==> src/rtl/srm_pkg.sv <==
`default_nettype none

package srm_pkg;

    localparam logic REQ_LOAD  = 1'b0;
    localparam logic REQ_QUERY = 1'b1;

    typedef enum logic [3:0] {
        ST_IDLE,
        ST_Q_LEV,
        ST_Q_TBL,
        ST_Q_VAL,
        ST_Q_CMP,
        ST_B_INIT,
        ST_B_TBL,
        ST_B_VAL,
        ST_B_CMP
    } srm_state_t;

    typedef struct packed {
        logic load;
        logic q_cap;
        logic q_lev;
        logic tbl_rd;
        logic bld_sel;
        logic val_rd;
        logic out_load;
        logic bld_init;
        logic bld_wr;
        logic bld_done;
    } srm_cmd_t;

    typedef struct packed {
        logic q_err;
        logic rsp_free;
        logic one_elem;
        logic row_last;
        logic lev_last;
    } srm_sts_t;

endpackage

`default_nettype wire

==> src/rtl/srm_ctrl.sv <==
`default_nettype none

module srm_ctrl (
    input  wire logic              clk,
    input  wire logic              rst_n,
    input  wire logic              req_valid,
    input  wire logic              req_type,
    input  wire logic              req_last,
    output logic                   req_ready,
    input  wire srm_pkg::srm_sts_t sts,
    output srm_pkg::srm_cmd_t      cmd
);

    srm_pkg::srm_state_t state_reg;
    srm_pkg::srm_state_t state_next;

    always_ff @(posedge clk or negedge rst_n)
    begin
        if (!rst_n)
        begin
            state_reg <= srm_pkg::ST_IDLE;
        end
        else
        begin
            state_reg <= state_next;
        end
    end

    always_comb
    begin
        state_next = state_reg;
        cmd        = '0;
        req_ready  = 1'b0;
        case (state_reg)
            srm_pkg::ST_IDLE:
            begin
                req_ready = 1'b1;
                if (req_valid)
                begin
                    if (req_type == srm_pkg::REQ_QUERY)
                    begin
                        cmd.q_cap  = 1'b1;
                        state_next = srm_pkg::ST_Q_LEV;
                    end
                    else
                    begin
                        cmd.load = 1'b1;
                        if (req_last)
                        begin
                            state_next = srm_pkg::ST_B_INIT;
                        end
                    end
                end
            end
            srm_pkg::ST_Q_LEV:
            begin
                cmd.q_lev  = 1'b1;
                state_next = sts.q_err ? srm_pkg::ST_Q_CMP : srm_pkg::ST_Q_TBL;
            end
            srm_pkg::ST_Q_TBL:
            begin
                cmd.tbl_rd = 1'b1;
                state_next = srm_pkg::ST_Q_VAL;
            end
            srm_pkg::ST_Q_VAL:
            begin
                cmd.val_rd = 1'b1;
                state_next = srm_pkg::ST_Q_CMP;
            end
            srm_pkg::ST_Q_CMP:
            begin
                if (sts.rsp_free)
                begin
                    cmd.out_load = 1'b1;
                    state_next   = srm_pkg::ST_IDLE;
                end
            end
            srm_pkg::ST_B_INIT:
            begin
                cmd.bld_init = 1'b1;
                if (sts.one_elem)
                begin
                    cmd.bld_done = 1'b1;
                    state_next   = srm_pkg::ST_IDLE;
                end
                else
                begin
                    state_next = srm_pkg::ST_B_TBL;
                end
            end
            srm_pkg::ST_B_TBL:
            begin
                cmd.tbl_rd  = 1'b1;
                cmd.bld_sel = 1'b1;
                state_next  = srm_pkg::ST_B_VAL;
            end
            srm_pkg::ST_B_VAL:
            begin
                cmd.val_rd = 1'b1;
                state_next = srm_pkg::ST_B_CMP;
            end
            srm_pkg::ST_B_CMP:
            begin
                cmd.bld_wr = 1'b1;
                if (sts.row_last && sts.lev_last)
                begin
                    cmd.bld_done = 1'b1;
                    state_next   = srm_pkg::ST_IDLE;
                end
                else
                begin
                    state_next = srm_pkg::ST_B_TBL;
                end
            end
            default:
            begin
                state_next = srm_pkg::ST_IDLE;
            end
        endcase
    end

endmodule

`default_nettype wire

==> config.mk <==
export PLATFORM = sky130hd
export DESIGN_NAME = srm_ctrl
export DESIGN_NICKNAME = d
export VERILOG_FILES = /design/src/rtl/srm_pkg.sv /design/src/rtl/srm_ctrl.sv
export SDC_FILE = /design/constraint.sdc
export NUM_CORES = 1
export LEC_CHECK = 0
export BUFFER_PORTS_ARGS = -buffer_cell sky130_fd_sc_hd__buf_2
export CAP_MARGIN = 20
export CORE_AREA = 2 2 39 41
export DETAILED_ROUTE_END_ITERATION = 8
export DIE_AREA = 0 0 41 43
export GPL_ROUTABILITY_DRIVEN = 0
export SYNTH_ARGS = -nofsm -noshare
export SYNTH_HDL_FRONTEND = slang
export SYNTH_SLANG_ARGS = --single-unit
==> constraint.sdc <==
create_clock -name clk -period 1.4 [get_ports clk]
set_input_delay 0.21 -clock clk [delete_from_list [all_inputs] [get_ports clk]]
set_output_delay 0.21 -clock clk [all_outputs]
set_load 0.01 [all_outputs]
# ---- Yosys cells after proc, flatten, opt, wreduce, memory -nomap -nowiden
# Index checks and enable logic that the tools add are counted.
dict set report word_totals {
  register_bits 4
  input_bits 10
  output_inout_bits 11
  word_cells 41
}
dict set report op_classes {
  eq_ne 11
  n_reduce_logical 5
  muxes 24
}
# op count
set op_table {}
lappend op_table {{one-hot mux 4 bit (9 select lines)} 1}
lappend op_table {{== test 4 x 3 -> 1 bit, second input constant} 4}
lappend op_table {{2-to-1 mux 4 bit} 4}
lappend op_table {{2-to-1 mux 1 bit} 13}
lappend op_table {{2-to-1 mux 3 bit} 3}
lappend op_table {{== test 4 x 2 -> 1 bit, second input constant} 2}
lappend op_table {{== test 4 x 1 -> 1 bit, second input constant} 1}
lappend op_table {{== test 4 bit, second input constant} 1}
lappend op_table {{zero test 4 bit} 1}
lappend op_table {{2-to-1 mux 2 bit} 2}
lappend op_table {{inequality test 2 bit, second input constant} 2}
lappend op_table {{OR reduction 2 bit} 2}
lappend op_table {{inequality test 3 bit, second input constant} 1}
lappend op_table {{AND reduction 3 bit} 1}
lappend op_table {{one-hot mux 1 bit (2 select lines)} 1}
lappend op_table {{logical AND 1 bit} 1}

# ---- Logic depth before layout (Yosys ltp)
# Gate-level depths: netlist (run 1).
dict set report depth {
  ltp_word 4
  mapped_depth 5
  depth_no_buf 4
}

# ---- Least setup slack after synthesis (run 1)
# Ideal clock, no wire load.
dict set report synth_timing {
  kind {reg-to-output}
  from {reg state_reg[1]}
  to {out cmd[0] (netlist bit)}
  arrival_time_ps 1208
  stages_incl_launch_ff 4
  path_slack_ps -18
  cell_sequence {dfrtp_1 -> buf_6 -> nor4b_2 -> a32o_1}
}
# element line
set synth_lines {}
lappend synth_lines {{from (decl)} srm_ctrl.sv:14} ;# srm_pkg::srm_state_t state_reg;
lappend synth_lines {{from (signal assigned)} srm_ctrl.sv:21} ;# state_reg <= srm_pkg::ST_IDLE;
lappend synth_lines {{from (signal assigned)} srm_ctrl.sv:25} ;# state_reg <= state_next;
lappend synth_lines {{to (decl)} srm_ctrl.sv:11} ;# output srm_pkg::srm_cmd_t cmd

==> results of run 1 <==
-- worst max-delay path: stages (launching register included) --
cell	delay, ns
dfrtp_2	0.42
buf_4	0.16
nor4b_4	0.29
a32o_1	0.20
buf_2	0.12
-- cell usage in the layout (no fill, tap or decap), types with 2 or more instances in the layout --
cell type | netlist | layout
buf_4 | 0 | 11
o21ai_2 | 1 | 2
dfrtp_2 | 0 | 2
buf_6 | 2 | 5
clkbuf_4 | 0 | 3
nor2_1 | 10 | 5
and3_1 | 2 | 2
nor2_4 | 0 | 3
nand2b_4 | 2 | 3
nand2_1 | 3 | 2
dfrtp_1 | 4 | 2
nor2_2 | 0 | 2
buf_2 | 0 | 18
-- routing by layer --
| metal | vias to the layer above | global-route usage, % |
|---|---|---|
| met5 | - | 0 |
| met4 | 0 | 12.0 |
| met3 | 2 | 1.57 |
| met2 | 15 | 17.5 |
| met1 | 207 | 17.2 |
| li1 | 223 | - |
-- final timing paths --
check,from,end,slack (ns),cells after the start
worst max-delay path,state_reg[2],cmd[0],-0.24,4
worst min register to register,state_reg[3],state_reg[0],0.64,2
worst min-delay path,sts[4],state_reg[1],0.29,3
worst max register to register,state_reg[0],state_reg[2],-0.09,6
max in group asynchronous,rst_n,state_reg[1],0.95,2
min in group asynchronous,rst_n,state_reg[2],0.32,2
-- kinds of logic after synthesis --
family	count (synthesis)	synth area share, %
and+or+nand+nor	25	43.0
DFF	4	28.7
buffers and inverters	2	6.45
AOI/OAI and AO/OA	9	21.9
-- final cells by class --
class	count	area share, %
flip-flops and latches	4	14.2
multi-input cells	34	42.1
clock buffers	3	3.11
repair buffers	37	37.8
well taps	16	2.76
-- power by group through the flow --
stage / registers, W / logic (W) / clock network, W
finish: 0.000214 / 0.00112 / 0.000143
global placement: 0.000224 / 0.000705 / 0
detailed placement: 0.000226 / 0.000708 / 0
CTS: 0.000221 / 0.000789 / 0.000153
global route: 0.000221 / 0.00122 / 0.000157
floorplan: 0.000195 / 0.000465 / 0
-- through the flow --
step,power (W),utilization [%]
detailed placement,0.000934,38.2
global placement,0.000929,38.2
global route,0.00159,52.4
finish,0.00148,52.4
floorplan,0.000660,-
CTS,0.00116,42.7
-- timing repair --
| action | 4_1_cts | 5_1_grt |
|---|---|---|
| gates cloned | 0 | 0 |
| endpoints found under the setup margin | 11 | 10 |
| hold buffers | 1 | 0 |
| pin swaps | 5 | 11 |
| hold endpoints to repair | 4 | 0 |
| resized for setup | 6 | 20 |
| setup buffers | 3 | 6 |
-- cells in the mapped netlist --
cell type	instances
o21a_1	1
o31a_1	1
or3_1	1
nor3_2	1
a22o_1	1
buf_6	2
o21ai_1	2
nor4_1	1
nor4b_2	1
nor2_1	10
nor3_1	1
o21bai_1	1
nand2b_1	1
nand2b_4	2
nand2_1	3
dfrtp_1	4
a32o_1	1
o21ai_2	1
a2111oi_2	1
and3_1	2
or2_1	1
nor2b_1	1
==> metrics.yaml, run 1 <==
netlist_top_cells_area: "dfrtp_1, nor2_1, nand2b_4"
drive_above_1_share_pct: 73.1
io_buffers: 20
setup_viol_count_final: 11
switching_share_pct: 39.7
fin_setup_tns_ns: -1.56
p_per_area_nw_per_um2: 2040
intPower_w: 0.000892
root_buffer: "clkbuf_4"
setup_ws_ns: -0.237
yosys_warnings: 0
ioPinCount: 21
start_util_pct: 25.2
seqPwrFrac_pct: 14.5
nNetsFinal: 90
power.share.combinational_pct: 75.8
critical_path.max_fanout: 4
chipWidth_um: 41
placed_cell_area_um2: 528
clock_path_buffers: 2
met3WireLength_um: 55
num-fill-cells: 128
cts_buffers: 3
hold_ws_ns: 0.294
wirelength_met1_um: 492
top_layer_used: "met4"
die_h_um: 43
fin_cells: 94
largest_reg_flops: 4
wl_per_cell_um: 11.8
core_um2: 1380
area.sequential_um2: 103
seq_area_frac_synth_pct: 28.7
synthDominantCellAreaShare_pct: 28.7
worstMarginPinSlew_ns: 0.290
path_class: "reg2out"
syn_inst: 40
cts_tree: "done"
synthesis.area_um2: 349
syn_nets: 50
netlist-cell-type-count: 22
rsz0062_at_grt: "true"
min_period_ns: 1.64
wl_um: 1110
placedCellCount: 82
grt_antenna_before_repair: 0
htree_levels: 1
wl_met2_um: 549
status: "finished with violations"
cp.required_ns: 1.19
avgSynthCellArea_um2: 8.73
worstSetupEndpointType: "primary output"
clock.fmax_mhz: 611
multi_input_area_um2: 305
first_global_vias: 381
ant_nets: 0
clkSinkCount: 4
drcViolationCount: 0
maxCapViolations: 0
routed_via_density: 4.76
yosysTopAreaCell: "dfrtp_1"
overflow: 0
power.leakage_nw: 0.358
clk_latency_ns: 0.24
dieArea_um2: 1760
skew_ns: 0.00208
dp_hpwl_um: 754
violations: "negative setup slack"
rows: 14
antenna_cells: 0
gr-usage-all-layers_pct: 13.1
max-vdd-ir-drop_uv: 759
ys_seq_elements: 4
p_switching_w: 0.000587
dr.pass1.iters: 4
cp-start-kind: "flip-flop"
arrival_ns: 1.43
slew_headroom_pct: 80.6
hp-class: "in2reg"
slew_viol_final: 0
fin_crit_sh_pct: 117
dp_slack_ns: 0.00877
first_iter_violations: 3
area_delta_synth_final_pct: 108
clkPwrFrac_pct: 9.7
grt_first_pass_wirelength_um: 1520
hold_viol: 0
grt_max_degree: 7
via_count: 447
clk_pin_slew_worst_paths_ns: 0.04
final_area_um2: 724
(Power assumes the default switching activity.)
==> run 2: changes to the inputs <==
CELL_PAD_IN_SITES_DETAIL_PLACEMENT = 1   (was default)
CELL_PAD_IN_SITES_GLOBAL_PLACEMENT = 1   (was default)
MAX_ROUTING_LAYER = met4   (was default)
PLACE_DENSITY_LB_ADDON = 0.1   (was default)
==> run 2 against run 1 <==
Net effect:
- the flow still finishes with violations (negative setup slack)
- via count increased by 3.1%
- highest routed layer unchanged
- critical path depth did not move
- non-clock buffer count increased by 1
- combinational power down 20%
- clock-buffer cell count is the same
- routed wire length is 9.9% higher
- clock power is 3% higher
- final area fell by 7.4%
- global-route usage increased by 4.3 points
- clock skew grew 0.0025 ns
- total power decreased by 13%
- sequential power up 14%
==> metrics.yaml, run 2 (same netlist as run 1, synthesis figures left out) <==
maxCapViolations: 0  # unchanged
antenna_cells: 0  # unchanged
ff2ff_setup_slack_ns: 0.01  # +0.10 ns
slew_viol_final: 0  # unchanged
cts_buffers: 3  # unchanged
worstSetupEndpoint: "cmd[8]"
layout_common_cells: "buf_2, buf_4, nor2_1"
arrival_ns: 1.38  # -0.05 ns
hp-class: "in2reg"
grt_antenna_before_repair: 0  # unchanged
max-vdd-ir-drop_uv: 732  # -3.6%
reg2reg_from: "state_reg[1]"
dieArea_um2: 1760  # unchanged
root_buffer: "clkbuf_4"
rows: 14  # unchanged
grt_first_pass_wirelength_um: 2000  # +32%
drive_above_1_share_pct: 69.6  # -3.5 points
rsz0062_at_grt: "true"
wl_met2_um: 628  # +14%
gr-usage-all-layers_pct: 17.4  # +4.3 points
cp-start-kind: "flip-flop"
clock.fmax_mhz: 630  # +3.1%
startpoint: "state_reg[3]"
min_period_ns: 1.59  # -0.0498 ns
p_per_area_nw_per_um2: 1920  # -6.0%
via_count: 461  # +3.1%
path_class: "reg2out"
clk_pin_slew_worst_paths_ns: 0.04  # about the same
wirelength_met1_um: 508  # +3.3%
setup_ws_ns: -0.187  # +0.0498 ns
routed_via_density: 4.85  # +2.0%
power.leakage_nw: 0.342  # -4.4%
fin_crit_sh_pct: 113  # -3.6 points
io_buffers: 20  # unchanged
worstSetupEndpointType: "primary output"
slew_headroom_pct: 82.0  # +1.4 points
drcViolationCount: 0  # unchanged
wl_per_cell_um: 12.8  # +8.8%
hold_viol: 0  # unchanged
clk_latency_ns: 0.24  # about the same
clkSinkCount: 4  # unchanged
largest_reg_flops: 4  # unchanged
violations: "negative setup slack"
r2r_end: "state_reg[2]"
ant_nets: 0  # unchanged
clock_path_buffers: 2  # unchanged
critical_path.max_fanout: 6  # +2
first_global_vias: 467  # +23%
die_h_um: 43  # unchanged
area_delta_synth_final_pct: 92.1
dp_hpwl_um: 861  # +14%
nNetsFinal: 91  # +1.1%
first_iter_violations: 9  # +6
worstMarginPinSlew_ns: 0.269  # -0.0209 ns
status: "finished with violations"
r2r_cells: 5  # -1
overflow: 0  # unchanged
dr.pass1.iters: 3  # -1
top_layer_used: "met4"
setup_viol_count_final: 10  # -1
met3WireLength_um: 72  # +31%
start_util_pct: 25.2  # unchanged
cts_tree: "done"
fin_cells: 95  # +1.1%
fin_setup_tns_ns: -0.939  # +0.623 ns
chipWidth_um: 41  # unchanged
ioPinCount: 21  # unchanged
grt_max_degree: 8  # +1
core_um2: 1380  # unchanged
wl_um: 1220  # +9.9%
placedCellCount: 84  # +2.4%
htree_levels: 1  # unchanged
cp.required_ns: 1.19  # about the same
final_common_cell: "buf_2"
skew_ns: 0.00459  # +0.00250 ns
## run 2: power breakdown
part | leakage [nW] | internal, W | switching (W) | total [W]
Clock | 0.0138 | 0.0000962 | 0.0000516 | 0.000148
Combinational | 0.282 | 0.000495 | 0.000399 | 0.000894
Sequential | 0.0465 | 0.000166 | 0.0000788 | 0.000245
## run 2: per-stage QoR
stage | cell area, µm² | hold WS, ns | util (%) | setup WS (ns) | power, W
3_3_place_gp | 531 | 0.0164 | 38.3 | -0.0453 | 0.000934
3_5_place_dp | 531 | 0.0178 | 38.3 | -0.0531 | 0.000930
5_1_grt | 671 | 0.330 | 48.5 | -0.253 | 0.00139
2_1_floorplan | 358 | -0.0856 | - | 0.0142 | 0.000660
4_1_cts | 628 | 0.300 | 45.4 | -0.202 | 0.00123
6_report | 671 | 0.307 | 48.5 | -0.187 | 0.00129
## run 2: how the worst min path moves through the flow
stage | from | slack [ns] | depth (start not counted) | endpoint
after global routing | rst_n | 0.33 | 2 | state_reg[2]
after global placement | rst_n | 0.02 | 1 | state_reg[1]
after CTS | rst_n | 0.30 | 2 | state_reg[0]
final | sts[4] | 0.31 | 3 | state_reg[1]
after detailed placement | rst_n | 0.02 | 1 | state_reg[1]
after floorplan | rst_n | -0.09 | 0 | state_reg[0]
## run 2: repair_timing
action | in CTS | in global routing
gates cloned | 0 | 0
pin swaps | 4 | 4
endpoints found under the setup margin | 12 | 12
endpoints found under the hold margin | 4 | 0
setup buffers | 4 | 4
hold buffers | 1 | 0
resized for setup | 12 | 5
## run 2: layer usage
metal / GRT usage (%) / up-vias
met5: - / -
met4: 8.00 / 0
met3: 4.71 / 2
met2: 25.9 / 18
met1: 20.8 / 218
li1: - / 223
## run 2: critical path: stages, from the launching register on
cell and delay (ns):
dfrtp_2 0.44, or2_1 0.27, nor3_2 0.15, and3_1 0.17
buf_2 0.12
## run 2: area by class of cell
type | count | area (µm²)
timing repair buffer | 38 | 265
fill | 174 | 713
tap | 16 | 20.0
sequential | 4 | 105
multi-input combinational | 34 | 258
clock buffer | 3 | 22.5
==> run 3: changes to the inputs <==
SETUP_SLACK_MARGIN = 0.2   (was default)
==> run 3 against run 2 <==
Net effect:
- the run still ends with negative setup slack left
- global-route usage down 0.33 points
- die area is the same
- sequential power down 4%
- clock skew fell by 0.0024 ns
- critical path depth stayed put
- non-clock buffer count fell by 5
- utilization up 0.99 points
- combinational power up 11%
- via count down 4.3%
- hold slack better by 0.012 ns
==> metrics.yaml, run 3 (same netlist as run 1, synthesis figures left out) <==
first_iter_violations: 3  # -6
dr.pass1.iters: 4  # +1
setup_ws_ns: -0.169  # +0.0182 ns
clkSinkCount: 4  # unchanged
worstSetupEndpointType: "primary output"
power.leakage_nw: 0.323  # -5.6%
largest_reg_flops: 4  # unchanged
hold_viol: 0  # unchanged
setup_viol_count_final: 10  # unchanged
final_area_um2: 684  # +2.1%
wl_um: 1250  # +2.3%
chipWidth_um: 41  # unchanged
final_common_cell: "buf_2"
overflow: 0  # unchanged
rsz0062_at_grt: "true"
p_per_area_nw_per_um2: 1990  # +3.8%
dp_slack_ns: -0.00477  # +0.0484 ns
slew_headroom_pct: 78.7  # -3.4 points
max-vdd-ir-drop_uv: 717  # -2.0%
layout_common_cells: "buf_2, buf_6, buf_4"
skew_ns: 0.00215  # -0.00243 ns
ant_nets: 0  # unchanged
worstMarginPinSlew_ns: 0.319  # +0.0504 ns
final_util_pct: 49.5  # +0.99 points
ioPinCount: 21  # unchanged
critical_path.max_fanout: 5  # -1
cp-start-kind: "flip-flop"
fin_crit_sh_pct: 112  # -1.3 points
dieArea_um2: 1760  # unchanged
violations: "negative setup slack"
hold_ws_ns: 0.319  # +0.0119 ns
cts_tree: "done"
clock_path_buffers: 2  # unchanged
min_period_ns: 1.57  # -0.0182 ns
wl_per_cell_um: 13.9  # +8.0%
cts_buffers: 3  # unchanged
clk_pin_slew_worst_paths_ns: 0.04  # about the same
clk_latency_ns: 0.23  # about the same
area_delta_synth_final_pct: 96.1
path_cells: "or2_4 > nor3_4 > and3_4 > buf_6"
slew_viol_final: 0  # unchanged
first_global_vias: 481  # +3.0%
dp_hpwl_um: 914  # +6.2%
drcViolationCount: 0  # unchanged
routed_via_density: 4.90  # +0.98%
placed_cell_area_um2: 537  # +1.2%
root_buffer: "clkbuf_4"
rows: 14  # unchanged
gr-usage-all-layers_pct: 17.0  # -0.33 points
r2r_end: "state_reg[2]"
via_count: 441  # -4.3%
arrival_ns: 1.36  # -0.02 ns
clock.fmax_mhz: 637  # +1.2%
reg2reg_from: "state_reg[0]"
maxCapViolations: 0  # unchanged
ff2ff_setup_slack_ns: 0.02  # about the same
grt_first_pass_wirelength_um: 2050  # +2.4%
nNetsFinal: 86  # -5.5%
path_class: "reg2out"
core_um2: 1380  # unchanged
critPathMaxStageDelay_ns: 0.44  # about the same
crit_slowest_cell: "dfrtp_2"
grt_max_degree: 8  # unchanged
num-fill-cells: 172  # -1.1%
status: "finished with violations"
cp.required_ns: 1.19  # about the same
die_h_um: 43  # unchanged
r2r_cells: 6  # +1
hp-class: "in2async"
grt_antenna_before_repair: 0  # unchanged
htree_levels: 1  # unchanged
start_util_pct: 25.2  # unchanged
antenna_cells: 0  # unchanged
io_buffers: 20  # unchanged
drive_above_1_share_pct: 74.3  # +4.7 points
run 3: changes by cell type in the layout (fill, tap and decap cells not counted), moves of 2 or more:
cell / delta
and3_1: -2
and3_4: +2
buf_4: -7
nor2_1: -3
nor2_2: +3
run 3: worst max path at each step:
stage	from	end	slack [ns]
final	state_reg[2]	cmd[8]	-0.17
after global routing	state_reg[0]	cmd[0]	-0.24
after CTS	state_reg[2]	cmd[8]	-0.18
after detailed placement	state_reg[0]	state_reg[2]	-0.005
after global placement	state_reg[0]	state_reg[2]	0.02
after floorplan	state_reg[0]	cmd[0]	0.07
run 3: where the power goes:
part	switching (W)	total, W	internal [W]
clock network	0.0000427	0.000138	0.0000956
logic	0.000445	0.000991	0.000546
registers	0.0000709	0.000235	0.000164
total	0.000558	0.00136	0.000806
run 3: metrics by stage:
stage          setup TNS (ns)  power, W  cells
6_report               -0.773   0.00136     90
4_1_cts                -0.839   0.00126     88
2_1_floorplan               0  0.000704     40
3_3_place_gp                0  0.000970     81
3_5_place_dp         -0.00477  0.000980     81
5_1_grt                 -1.44   0.00147     90
run 3: area by class of cell:
type                    count  area, µm²  share of cell area, %
repair buffers             33        254                   37.1
flip-flops and latches      4        104                   15.2
clock buffers               3       22.5                   3.29
well taps                  16       20.0                   2.93
multi-input cells          34        284                   41.5
run 3: routing by layer:
layer / GRT usage [%] / share of wire [%] / vias to the layer above
met2: 28.4 / 54 / 18
li1: - / - / 211
met1: 22.1 / 42 / 212
met4: 4.00 / 0 / 0
met3: 0 / 4.7 / 0
met5: - / 0 / -
run 3: worst max-delay path, delay by kind of cell, from the launching register on:
kind | cells | cell delay (ns)
buffers and inverters | 1 | 0.09
DFF | 1 | 0.44
and+or+nand+nor | 3 | 0.59
run 3: timing repair:
| action | CTS | global route |
|---|---|---|
| endpoints found under the setup margin | 13 | 13 |
| endpoints found under the hold margin | 4 | 0 |
| pin swaps | 8 | 5 |
| setup buffers | 3 | 2 |
| hold buffers | 1 | 0 |
| resized for setup | 12 | 10 |
